`src/design/smsc_pkg.sv`:
```
// Shared types and constants for the stream marker spacing checker.
// Holds the result record, register indexes and marker byte selection.
// No dependencies.
package smsc_pkg;

  localparam int COUNT_WIDTH = 32;
  localparam int EXT_WIDTH   = COUNT_WIDTH + 32;
  localparam int CFG_INDEX_WIDTH = 8;

  localparam logic [CFG_INDEX_WIDTH-1:0] REG_EXPECTED_SPACING = 8'd0;
  localparam logic [CFG_INDEX_WIDTH-1:0] REG_MARKER_PATTERN   = 8'd1;

  localparam logic [15:0] EXPECTED_SPACING_RESET = 16'd10000;
  localparam logic [31:0] MARKER_PATTERN_RESET   = 32'hAABB_CCDD;

  localparam logic [15:0] ERROR_MAX   = 16'hFFFF;
  localparam logic [31:0] DEFICIT_MAX = 32'hFFFF_FFFF;

  localparam int RESULT_DATA_WIDTH = 96;

  typedef struct packed {
    logic        buffer_end;
    logic [31:0] buffer_deficit;
    logic [15:0] error_total;
    logic        packet_step_ok;
    logic [7:0]  seq_id;
    logic [31:0] spacing;
    logic        spacing_error;
    logic        marker_report;
  } smsc_result_t;

  // Marker byte k of the pattern, first byte in the top bits.
  function automatic logic [7:0] pattern_byte(input logic [31:0] pattern,
                                              input logic [1:0]  k);
    logic [7:0] b;
    unique case (k)
      2'd0:    b = pattern[31:24];
      2'd1:    b = pattern[23:16];
      2'd2:    b = pattern[15:8];
      default: b = pattern[7:0];
    endcase
    return b;
  endfunction

endpackage

```
`src/design/smsc_out_skid.sv`:
```
// Output register with one skid entry for the checker's result stream.
// Depends on smsc_pkg for the result record.
module smsc_out_skid (
  input  logic                clk,
  input  logic                rst,
  input  logic                push,
  input  smsc_pkg::smsc_result_t in_data,
  output logic                in_ready,
  output logic                out_valid,
  input  logic                out_ready,
  output smsc_pkg::smsc_result_t out_data
);
  import smsc_pkg::*;

  smsc_result_t skid_data;
  logic         skid_valid;
  logic         pop;

  assign pop      = out_valid && out_ready;
  assign in_ready = !skid_valid;

  always_ff @(posedge clk) begin
    if (rst) begin
      out_valid  <= 1'b0;
      skid_valid <= 1'b0;
    end else if (skid_valid) begin
      if (pop) begin
        out_data   <= skid_data;
        skid_valid <= 1'b0;
      end
    end else if (push) begin
      if (!out_valid || pop) begin
        out_data  <= in_data;
        out_valid <= 1'b1;
      end else begin
        skid_data  <= in_data;
        skid_valid <= 1'b1;
      end
    end else if (pop) begin
      out_valid <= 1'b0;
    end
  end

`ifndef SYNTHESIS
  a_skid_implies_out: assert property (@(posedge clk) disable iff (rst)
    skid_valid |-> out_valid)
    else $error("skid entry held while output register empty");

  a_stall_holds_skid: assert property (@(posedge clk) disable iff (rst)
    skid_valid && !out_ready |=> skid_valid && $stable(skid_data))
    else $error("skid entry changed while stalled");

  a_push_lands: assert property (@(posedge clk) disable iff (rst)
    push && in_ready && !out_valid |=> out_valid && out_data == $past(in_data))
    else $error("pushed result not loaded into output register");
`endif

endmodule

```
`config.mk`:
```
export PLATFORM = sky130hd
export DESIGN_NAME = smsc_out_skid
export DESIGN_NICKNAME = d
export VERILOG_FILES = /design/src/design/smsc_pkg.sv /design/src/design/smsc_out_skid.sv
export SDC_FILE = /design/constraint.sdc
export NUM_CORES = 1
export LEC_CHECK = 0
export BUFFER_PORTS_ARGS = -buffer_cell sky130_fd_sc_hd__buf_2
export CELL_PAD_IN_SITES_DETAIL_PLACEMENT = 0
export CELL_PAD_IN_SITES_GLOBAL_PLACEMENT = 1
export CORE_UTILIZATION = 40
export DETAILED_ROUTE_END_ITERATION = 16
export PLACE_DENSITY_LB_ADDON = 0.1
export RECOVER_POWER = 25
export SYNTH_ARGS = -nofsm -noshare
export SYNTH_HDL_FRONTEND = slang
export SYNTH_SLANG_ARGS = --single-unit
```
`constraint.sdc`:
```
create_clock -name clk -period 11.5 [get_ports clk]
set_input_delay 2.3 -clock clk [delete_from_list [all_inputs] [get_ports clk]]
set_output_delay 2.3 -clock clk [all_outputs]
set_load 0.01 [all_outputs]
```
Word level (Yosys, flattened, before mapping). Index checks and enable logic that the tools add are counted.

Equality and inequality tests: 2. Mux-type cells: 11. Bitwise logic cells: 3. Reduce and logical (&&, ||, !) cells: 10.

Operators with widths (count): two-way mux 92 bit (4); AND reduction 4 bit (2); two-way mux 1 bit (7); nonzero test 2 bit (3); != test 2 x 1 -> 1 bit (second input constant) (2); inverter 1 bit (3); AND reduction 3 bit (1); logical NOT 1 bit (2); logical AND 1 bit (1); logical OR 1 bit (1).

Register bits: 186. Input bits: 96. Output and inout bits: 94. Logic and storage cells: 44.

Longest topological paths before layout. Gate-level depths: netlist of the first run.

Depth after elaboration: 5. Gate-level depth with buffers: 5. Mapped depth without buffers: 2.

Worst setup path after synthesis of the first run. No wires, ideal clock.

Path type: input to register. Start: input push. End: register skid_data[0] (netlist name) (enable). Setup time: 802 ps. Data arrival time: 11734 ps. Required time: 10698 ps. Slack: -1036 ps. Cell stages on the path: 2. Buffers on the path: 0. Cells stage by stage: nand2b_4 > nor4b_1.

Longest elaborated chain between the ends: 1.

Ends and longest elaborated chain: from (decl) (line smsc_out_skid.sv:6) `input logic push,`; AND reduction 4 bit (no line); to (signal assigned) (line smsc_out_skid.sv:36) `skid_data <= in_data;`; to (decl) (line smsc_out_skid.sv:15) `smsc_result_t skid_data;`.

Every way passes these cells. A chain may end at the register's enable or synchronous reset.

Worst setup path in the final report of the first run.
Start: input out_ready. End: register out_data[60] (netlist name) (enable).

Longest elaborated chain between the ends: 4. Elaborated cells on any way between the ends: 5. Those cells by class: eq/ne: 1; reduce/logical: 4.

Ends and longest elaborated chain: from (decl) (line smsc_out_skid.sv:10) `input logic out_ready,`; logical AND 1 bit (*) (line smsc_out_skid.sv:19) `assign pop = out_valid && out_ready;`; logical OR 1 bit (line smsc_out_skid.sv:32) `if (!out_valid || pop) begin`; nonzero test 2 bit (no line); AND reduction 4 bit (no line) (*); to (signal assigned) (line smsc_out_skid.sv:28) `out_data <= skid_data;`; to (signal assigned) (line smsc_out_skid.sv:33) `out_data <= in_data;`; to (decl) (line smsc_out_skid.sv:11) `output smsc_pkg::smsc_result_t out_data`.

Mark *: on every way between the ends. The rest lies on a longest branch, timed or not.

==> out/metrics.csv, run 1 <==
metric,value,unit
Hold Crit Depth,1,
Top delay family on crit path,buffers and inverters,
Final nets,598,
setup TNS,0,ns
Worst Clk Skew,0.00583,ns
Setup WS post-layout,7.40,ns
residual DRC count,0,
hpwl dp,8180,µm
setup violators final,0,
Synth Area per Inst,22.9,µm²
number of fill cells,1452,
CTS H-Tree Depth,4,
Max-Cap Viols,0,
crit-path max cell delay,0.66,ns
Top-Level Pins,190,
sequential fraction of the synthesis area,80.9,%
vias per cell,4.65,
simple-gate share of the synthesized area,0.600,%
clock net sink count,186,
"most common cell after layout, fill and taps aside",edfxtp_1,
hold bufs inserted after CTS,0,
Fin. Hold Viols,0,
gr usage total,15.2,%
Root Buffer,clkbuf_16,
max frequency,244,MHz
final core utilization,51.1,%
CTS Buf Count,17,
max_slew headroom,47.5,%
Post-Synth Adder-Cell Area,0,%
Reg2Reg Launch Point,skid_valid,
#FFs+latches synth,186,
Worst Hold Class,flop to flop,
Vias,3421,
Synth Area in Compound Gates,0.491,%
share of cells above drive strength 1,51.3,%
total power,1.42,mW
DIE WIDTH,133,µm
post-route clock period utilization,35.7,%
Post-Syn Nets,396,
"Top cell by count, worst path",buf_4,
"Arr. time, crit path",4.15,ns
pwr/cell area,166,nW/µm²
HP Start,skid_data[68],
largest net degree at the start of global routing,59,
Iter 0 DRT Violations,184,
overall routed net length,12600,µm
vias in the first global route,3702,
most frequent cells in the layout,"edfxtp_1, buf_2, mux2_2, clkbuf_1, mux2_4",
row count,47,
Wirelength per Cell,17.2,µm
Synth Instances,300,
GP Congestion,0.743,
RSZ-0062 raised after global routing,false,
slowest CP cell,buf_4,
leakage,3.03,nW
synthesized cell area,6880,µm²
Area Growth Syn to Fin,24.1,%
core region area,16700,µm²
reg2reg path depth,5,
worst path bufs/invs,4,
Place WS,7.04,ns
Worst Max-Slew Pin Slew,0.788,ns
xor and xnor fraction of the mapped netlist area,0,%
die span in y,133,µm
initial antenna violation count,0,
Setup Buffers After CTS,0,
wl on met1,5380,µm
instance count on the critical path,5,
top layer in use,met4,
Routed met3 length,1100,µm
largest family of logic cells by synthesized area,multiplexers,
Initial Util,41.2,%
startpoint types,primary input,
PortBufs,189,
Synth Warn #,0,
DIE AREA,17700,µm²
crit path from,out_ready,
Clock Pin Slew Worst Setup and Hold Paths,0.06,ns
grt total ovfl,0,
highest ir drop seen on vdd,0.0987,mV
clk_lat worst skew,0.42,ns
crit-path max FO,47,
Crit Path Category,primary input to flop,
worst path cell trace,clkbuf_1 -> inv_1 -> a221oi_4 -> buf_4 -> buf_4,
Post-DP Area,8070,µm²
number of library cell types mapped by synthesis,17,
ANT cells,0,
design area,8540,µm²
post-route ant nets,0,
first-pass GRT wire length,20000,µm
CTS tree,built,
min Tclk post-route,4.10,ns
CP endpoint kind,flop,
mux share of post-synthesis cell area,16.5,%
clk buf depth,2,
outcome,"finished, final reports clean",
Initial DRT Pass Iterations,4,
Worst EP required,11.55,ns
wire length on met2,5880,µm
post-CTS sizing,0,
Max Slew Vio Count,0,
stage by stage:
step                cells  hold WS (ns)
finish                735         0.544
global route          735         0.554
CTS                   735         0.546
detailed placement    703         0.530
global placement      703         0.529
floorplan             300         0.523
synthesized netlist by cell type:
master	number	share of area, %
a211oi_1	1	0.11
a21oi_1	1	0.073
a221oi_2	1	0.22
buf_2	6	0.44
buf_6	3	0.49
buf_8	2	0.44
dfxtp_1	2	0.58
edfxtp_1	184	80
inv_1	2	0.11
mux2_2	65	11
mux2_4	27	5.9
nand2_2	1	0.091
nand2b_1	1	0.091
nand2b_4	1	0.20
nor2b_1	1	0.091
nor4b_1	1	0.13
o22ai_1	1	0.091
layer usage:
layer | GRT usage (%) | vias up
li1 | - | 1609
met1 | 18.8 | 1669
met2 | 23.0 | 123
met3 | 6.20 | 20
met4 | 7.45 | 0
met5 | 0 | -
flip-flops by register name, summed over array words and instances, names as in the netlist:
name,count
out_data,92
skid_data,92
out_valid,1
skid_valid,1
power by group:
group	switching (mW)	internal (mW)
combinational	0.0503	0.0515
sequential	0.0103	0.777
clock	0.238	0.294
total	0.299	1.12
kinds of logic after synthesis:
kind of cell,after synthesis
flip-flops,186
buffers and inverters,13
AO/OA/AOI/OAI,4
AND/OR/NAND/NOR,5
multiplexers,92
final timing paths:
kind	end	slack, ns
setup / recovery	out_data[60]	7.40
hold / removal	out_data[68]	0.54
setup reg to reg	out_data[60]	8.34
hold reg to reg	out_data[68]	0.54
cell type report:
type                    count  area (µm²)  area share, %
clock buffers              18         429           5.03
clock inverters            14         106           1.25
inverters                   2        7.51         0.0879
multi-input cells         101        1230           14.4
flip-flops and latches    186        5570           65.2
well taps                 220         275           3.22
repair buffers            194         918           10.8
Note: power is estimated with default switching activity, not from simulation.
==> run 2, diff against run 1 <==
--- a/config.mk
+++ b/config.mk
@@ -5,10 +5,11 @@
 export SDC_FILE = /design/constraint.sdc
 export NUM_CORES = 1
 export LEC_CHECK = 0
+export ABC_AREA = 1
 export BUFFER_PORTS_ARGS = -buffer_cell sky130_fd_sc_hd__buf_2
 export CELL_PAD_IN_SITES_DETAIL_PLACEMENT = 0
 export CELL_PAD_IN_SITES_GLOBAL_PLACEMENT = 1
-export CORE_UTILIZATION = 40
+export CORE_UTILIZATION = 41
 export DETAILED_ROUTE_END_ITERATION = 16
 export PLACE_DENSITY_LB_ADDON = 0.1
 export RECOVER_POWER = 25
==> constraint.sdc (replaced) <==
create_clock -name clk -period 3.9 [get_ports clk]
set_input_delay 0.78 -clock clk [delete_from_list [all_inputs] [get_ports clk]]
set_output_delay 0.78 -clock clk [all_outputs]
set_load 0.01 [all_outputs]
==> out/metrics.csv, run 2 <==
metric,value,unit,change
share of cells above drive strength 1,21.9,%,-29 points
first-pass GRT wire length,21800,µm,+9.1%
"setup slack, reg-to-reg",1.65,ns,-6.69 ns
overall routed net length,13800,µm,+9.2%
clk buf depth,2,,unchanged
clock net sink count,186,,unchanged
Iter 0 DRT Violations,194,,+5.4%
dominant cells by area after synthesis,"edfxtp_1, nand2_1, buf_6",,
GP Congestion,0.765,,+3.0%
Post-Syn Nets,600,,+52%
Synth Instances,504,,+68%
crit-path max cell delay,0.65,ns,about the same
initial antenna violation count,2,,+2
Synth Area per Inst,13.6,µm²,-41%
Final nets,792,,+32%
Worst EP required,3.12,ns,-8.43 ns
max_slew headroom,45.3,%,-2.2 points
HP Start,skid_data[41],,
post-CTS sizing,0,,unchanged
synthesized cell area,6850,µm²,-0.44%
"count leader, synth",nand2_1,,
Setup Buffers After CTS,0,,unchanged
Place WS,1.40,ns,-5.64 ns
final core utilization,52.9,%,+1.8 points
top_reg_cell synth,edfxtp_1,,
reg2reg path depth,5,,unchanged
setup violators final,0,,unchanged
Top-Level Pins,190,,unchanged
Post-synth ARST share,0,%,unchanged
die span in y,131,µm,-1.4%
clk_lat worst skew,0.42,ns,about the same
post-route ant nets,0,,unchanged
Crit Path Category,flop to output pin,,
Clock Pin Slew Worst Setup and Hold Paths,0.06,ns,about the same
number of library cell types mapped by synthesis,13,,-4
worst path cell trace,inv_4 -> buf_4 -> buf_2,,
row count,46,,-2.1%
Max-Cap Viols,0,,unchanged
min Tclk post-route,2.88,ns,
highest ir drop seen on vdd,0.295,mV,+200%
Worst Max-Slew Pin Slew,0.821,ns,+0.0332 ns
Non-Filler Instances,926,,+26%
Synth top area share,80.7,%,+0.35 points
Worst Clk Skew,0.00842,ns,+0.00259 ns
#FFs+latches synth,186,,unchanged
post-route clock period utilization,73.7,%,
r2r endpoint,out_data[56],,
Top delay family on crit path,buffers and inverters,,
Synth Warn #,0,,unchanged
Hold Crit Depth,2,,+1
"most common cell after layout, fill and taps aside",nand2_1,,
leakage,3.43,nW,+13%
Vias,4130,,+21%
vias per cell,4.46,,-4.2%
Initial Util,42.5,%,+1.3 points
setup TNS,0,ns,unchanged
sequential fraction of the synthesis area,81.3,%,+0.35 points
DIE AREA,17200,µm²,-2.8%
"EDFF count, synth",184,,unchanged
residual DRC count,0,,unchanged
Root Buffer,clkbuf_16,,
Max Slew Vio Count,0,,unchanged
RSZ-0062 raised after global routing,false,,
crit-path max FO,75,,+60%
CTS Buf Count,17,,unchanged
CTS H-Tree Depth,4,,unchanged
pwr/cell area,516,nW/µm²,+210%
"Arr. time, crit path",2.10,ns,-2.05 ns
worst path bufs/invs,3,,-1
DIE WIDTH,131,µm,-1.4%
largest net degree at the start of global routing,76,,+29%
Setup WS post-layout,1.02,ns,-6.38 ns
Initial DRT Pass Iterations,5,,+1
hold path endpoint,out_data[41],,
Wirelength per Cell,14.9,µm,-13%
CP endpoint kind,output pin,,
vias in the first global route,4196,,+13%
core region area,16100,µm²,-3.5%
biggest regs,"out_data: 92 flops, skid_data: 92 flops",,
hold bufs inserted after CTS,0,,unchanged
gr usage total,16.7,%,+1.6 points
WHS,0.516,ns,-0.0276 ns
grt total ovfl,0,,unchanged
hpwl dp,8930,µm,+9.1%
outcome,"finished, final reports clean",,
slowest CP cell,buf_4,,
CTS tree,built,,
PortBufs,189,,unchanged
Fin. Hold Viols,0,,unchanged
placed cells,893,,+27%
Worst Hold Class,flop to flop,,
Reg2Reg Launch Point,skid_valid,,
startpoint types,flop,,
"area leader, netlist",edfxtp_1,,
most frequent cells in the layout,"nand2_1, edfxtp_1, buf_2, clkbuf_1, clkbuf_16",,
number of fill cells,1439,,-0.90%
most frequent cells after synthesis,"nand2_1, edfxtp_1, buf_2",,
max frequency,348,MHz,
Area Growth Syn to Fin,24.5,%,
run 2: changes by cell type in the layout (fill, tap and decap cells not counted), moves of 3 or more:
| cell | previous run | this run |
|---|---|---|
| mux2_2 | 65 | 0 |
| clkbuf_1 | 53 | 73 |
| mux2_4 | 25 | 0 |
| bufinv_16 | 1 | 5 |
| clkinvlp_4 | 5 | 1 |
| nand3_1 | 0 | 3 |
| nand2_1 | 0 | 286 |
| buf_2 | 137 | 117 |
run 2: where the power goes:
| part | switching [mW] | leakage, nW | internal (mW) | total, mW |
|---|---|---|---|---|
| Clock | 0.689 | 0.307 | 1.13 | 1.82 |
| Sequential | 0.0228 | 1.71 | 2.29 | 2.31 |
| Combinational | 0.174 | 1.42 | 0.0955 | 0.270 |
| Total | 0.886 | 3.43 | 3.51 | 4.40 |
run 2: per-stage QoR:
stage	total power, mW	cell area (µm²)
floorplan	2.50	6850
global placement	2.64	7980
detailed placement	2.64	7980
CTS	4.46	8610
global route	4.57	8520
finish	4.40	8520
run 2: worst max-delay path by stage:
stage / from / to / slack (ns) / depth (start not counted)
global route: skid_valid / in_ready / 0.84 / 3
global placement: skid_valid / in_ready / 1.42 / 3
finish: skid_valid / in_ready / 1.02 / 3
CTS: skid_valid / in_ready / 0.95 / 3
floorplan: out_ready / out_data[0] / 0.11 / 4
detailed placement: out_ready / skid_data[16] / 1.40 / 7
run 2: per-layer routing:
| layer | GRT usage (%) | vias to the layer above | part of all wire (%) |
|---|---|---|---|
| met5 | 0 | - | 0.094 |
| met4 | 5.88 | 2 | 0.79 |
| met3 | 5.52 | 10 | 6.7 |
| met2 | 26.3 | 132 | 48 |
| met1 | 21.7 | 1904 | 44 |
| li1 | - | 2082 | - |
run 2: final cells by class:
class	count	area (µm²)	share of cell area [%]
clock buffers	18	429	5.03
well taps	216	270	3.17
repair buffers	194	918	10.8
clock inverters	14	201	2.36
inverters	5	23.8	0.279
diodes	1	2.50	0.0294
flip-flops and latches	186	5570	65.3
multi-input cells	292	1110	13.0
run 2: kinds of logic (layout without fill, tap and decap cells):
logic type	count (synthesis)	after routing	synth area share (%)
AND/OR/NAND/NOR	292	292	16.1
other	0	1	0
buffers and inverters	26	231	2.61
flip-flops	186	186	81.3
run 2: tightest hold or removal path, cell delays in order (launching register included):
cell and delay, ns:
edfxtp_1 0.32, nand2_1 0.05, nand2_1 0.05
==> run 3, diff against run 2 <==
--- a/config.mk
+++ b/config.mk
@@ -9,7 +9,7 @@
 export BUFFER_PORTS_ARGS = -buffer_cell sky130_fd_sc_hd__buf_2
 export CELL_PAD_IN_SITES_DETAIL_PLACEMENT = 0
 export CELL_PAD_IN_SITES_GLOBAL_PLACEMENT = 1
-export CORE_UTILIZATION = 41
+export CORE_UTILIZATION = 37
 export DETAILED_ROUTE_END_ITERATION = 16
 export PLACE_DENSITY_LB_ADDON = 0.1
 export RECOVER_POWER = 25
==> constraint.sdc (replaced) <==
create_clock -name clk -period 2.3 [get_ports clk]
set_input_delay 0.46 -clock clk [delete_from_list [all_inputs] [get_ports clk]]
set_output_delay 0.46 -clock clk [all_outputs]
set_load 0.01 [all_outputs]
==> out/metrics.csv, run 3 (synthesis results as in run 2) <==
metric,value,unit,change
"setup slack, reg-to-reg",0.47,ns,-1.18 ns
Final nets,792,,unchanged
CTS Buf Count,17,,unchanged
highest ir drop seen on vdd,0.491,mV,+66%
Top-Level Pins,190,,unchanged
slowest CP cell,dfxtp_4,,
die span in y,138,µm,+5.2%
largest net degree at the start of global routing,94,,+24%
row count,49,,+6.5%
Root Buffer,clkbuf_16,,
post-route clock period utilization,91.8,%,
startpoint types,flop,,
Worst Hold Class,primary input to flop,,
Hold Crit Depth,1,,-1
Non-Filler Instances,939,,+1.4%
crit path from,skid_valid,,
outcome,"finished, final reports clean",,
crit-path max cell delay,0.48,ns,-0.17 ns
Place WS,0.451,ns,-0.951 ns
pwr/cell area,868,nW/µm²,+68%
overall routed net length,14300,µm,+3.6%
Initial DRT Pass Iterations,4,,-1
initial antenna violation count,2,,unchanged
instance count on the critical path,3,,unchanged
most frequent cells in the layout,"nand2_1, edfxtp_1, buf_2, clkbuf_1, clkbuf_16",,
clk_lat worst skew,0.42,ns,about the same
design area,8530,µm²,+0.10%
worst path bufs/invs,3,,unchanged
Post-DP Area,8030,µm²,+0.63%
Max Slew Vio Count,0,,unchanged
reg2reg path depth,4,,-1
crit-path max FO,93,,+24%
Clock Pin Slew Worst Setup and Hold Paths,0.07,ns,about the same
max_slew headroom,55.3,%,+10 points
WHS,0.229,ns,-0.288 ns
placed cells,906,,+1.5%
post-CTS sizing,0,,unchanged
CTS tree,built,,
Setup Buffers After CTS,0,,unchanged
"most common cell after layout, fill and taps aside",nand2_1,,
Crit Path Category,flop to output pin,,
vias per cell,4.43,,-0.60%
"Arr. time, crit path",1.65,ns,-0.45 ns
PortBufs,189,,unchanged
clock net sink count,186,,unchanged
clk buf depth,2,,unchanged
CTS H-Tree Depth,4,,unchanged
share of cells above drive strength 1,19.7,%,-2.1 points
r2r endpoint,out_data[91],,
Initial Util,38.0,%,-4.5 points
max frequency,474,MHz,
DIE WIDTH,138,µm,+5.2%
min Tclk post-route,2.11,ns,
grt total ovfl,0,,unchanged
Fin. Hold Viols,0,,unchanged
Setup WS post-layout,0.190,ns,-0.835 ns
final core utilization,47.3,%,-5.6 points
GP Congestion,0.774,,+1.2%
Vias,4163,,+0.80%
first-pass GRT wire length,22800,µm,+4.2%
Worst EP required,1.84,ns,-1.28 ns
Wirelength per Cell,15.2,µm,+2.2%
setup violators final,0,,unchanged
vias in the first global route,4233,,+0.88%
hpwl dp,8850,µm,-0.84%
Reg2Reg Launch Point,skid_valid,,
Iter 0 DRT Violations,261,,+35%
Area Growth Syn to Fin,24.6,%,
gr usage total,15.6,%,-1.2 points
DIE AREA,19100,µm²,+11%
CP endpoint kind,output pin,,
residual DRC count,0,,unchanged
total power,7.40,mW,+68%
hold bufs inserted after CTS,0,,unchanged
Max-Cap Viols,0,,unchanged
setup TNS,0,ns,unchanged
leakage,3.38,nW,-1.6%
post-route ant nets,0,,unchanged
biggest regs,"out_data: 92 flops, skid_data: 92 flops",,
core region area,18000,µm²,+12%
Critical Path Sink,in_ready,,
worst path cell trace,inv_4 -> buf_12 -> buf_2,,
Worst Clk Skew,0.00565,ns,-0.00277 ns
Worst Max-Slew Pin Slew,0.670,ns,-0.151 ns
RSZ-0062 raised after global routing,false,,
Top delay family on crit path,buffers and inverters,,
## run 3: report_power, final
group          switching, mW  leakage [nW]  internal (mW)
logic                  0.294          1.38          0.160
clock network           1.22         0.292           1.81
registers             0.0446          1.71           3.88
## run 3: layout make-up
type | instances | area [µm²]
antenna | 1 | 2.50
clock buffer | 18 | 429
clock inverter | 14 | 178
fill | 1710 | 9490
inverter | 5 | 25.0
multi-input combinational | 292 | 1120
sequential | 186 | 5570
tap | 229 | 287
timing repair buffer | 194 | 923
## run 3: routing by layer
metal | global-route usage [%] | wire length (µm) | vias up | share of wire (%)
met5 | 0 | 13 | - | 0.091
met4 | 6.59 | 276 | 2 | 1.9
met3 | 5.02 | 1010 | 21 | 7.1
met2 | 23.2 | 6550 | 149 | 46
met1 | 20.9 | 6420 | 1911 | 45
li1 | - | - | 2080 | -
## run 3: worst reg2reg max path, stage by stage, from the launching register on
cell and delay (ns):
dfxtp_4 0.62, or2_2 0.20, nand2_2 0.06, nor2_4 0.12, buf_12 0.42
## run 3: how the worst min path moves through the flow
stage | startpoint | to
finish | in_data[21] | skid_data[21]
global route | in_data[19] | skid_data[19]
CTS | in_data[20] | skid_data[20]
detailed placement | skid_data[51] | out_data[51]
global placement | skid_data[51] | out_data[51]
floorplan | skid_data[84] | out_data[84]
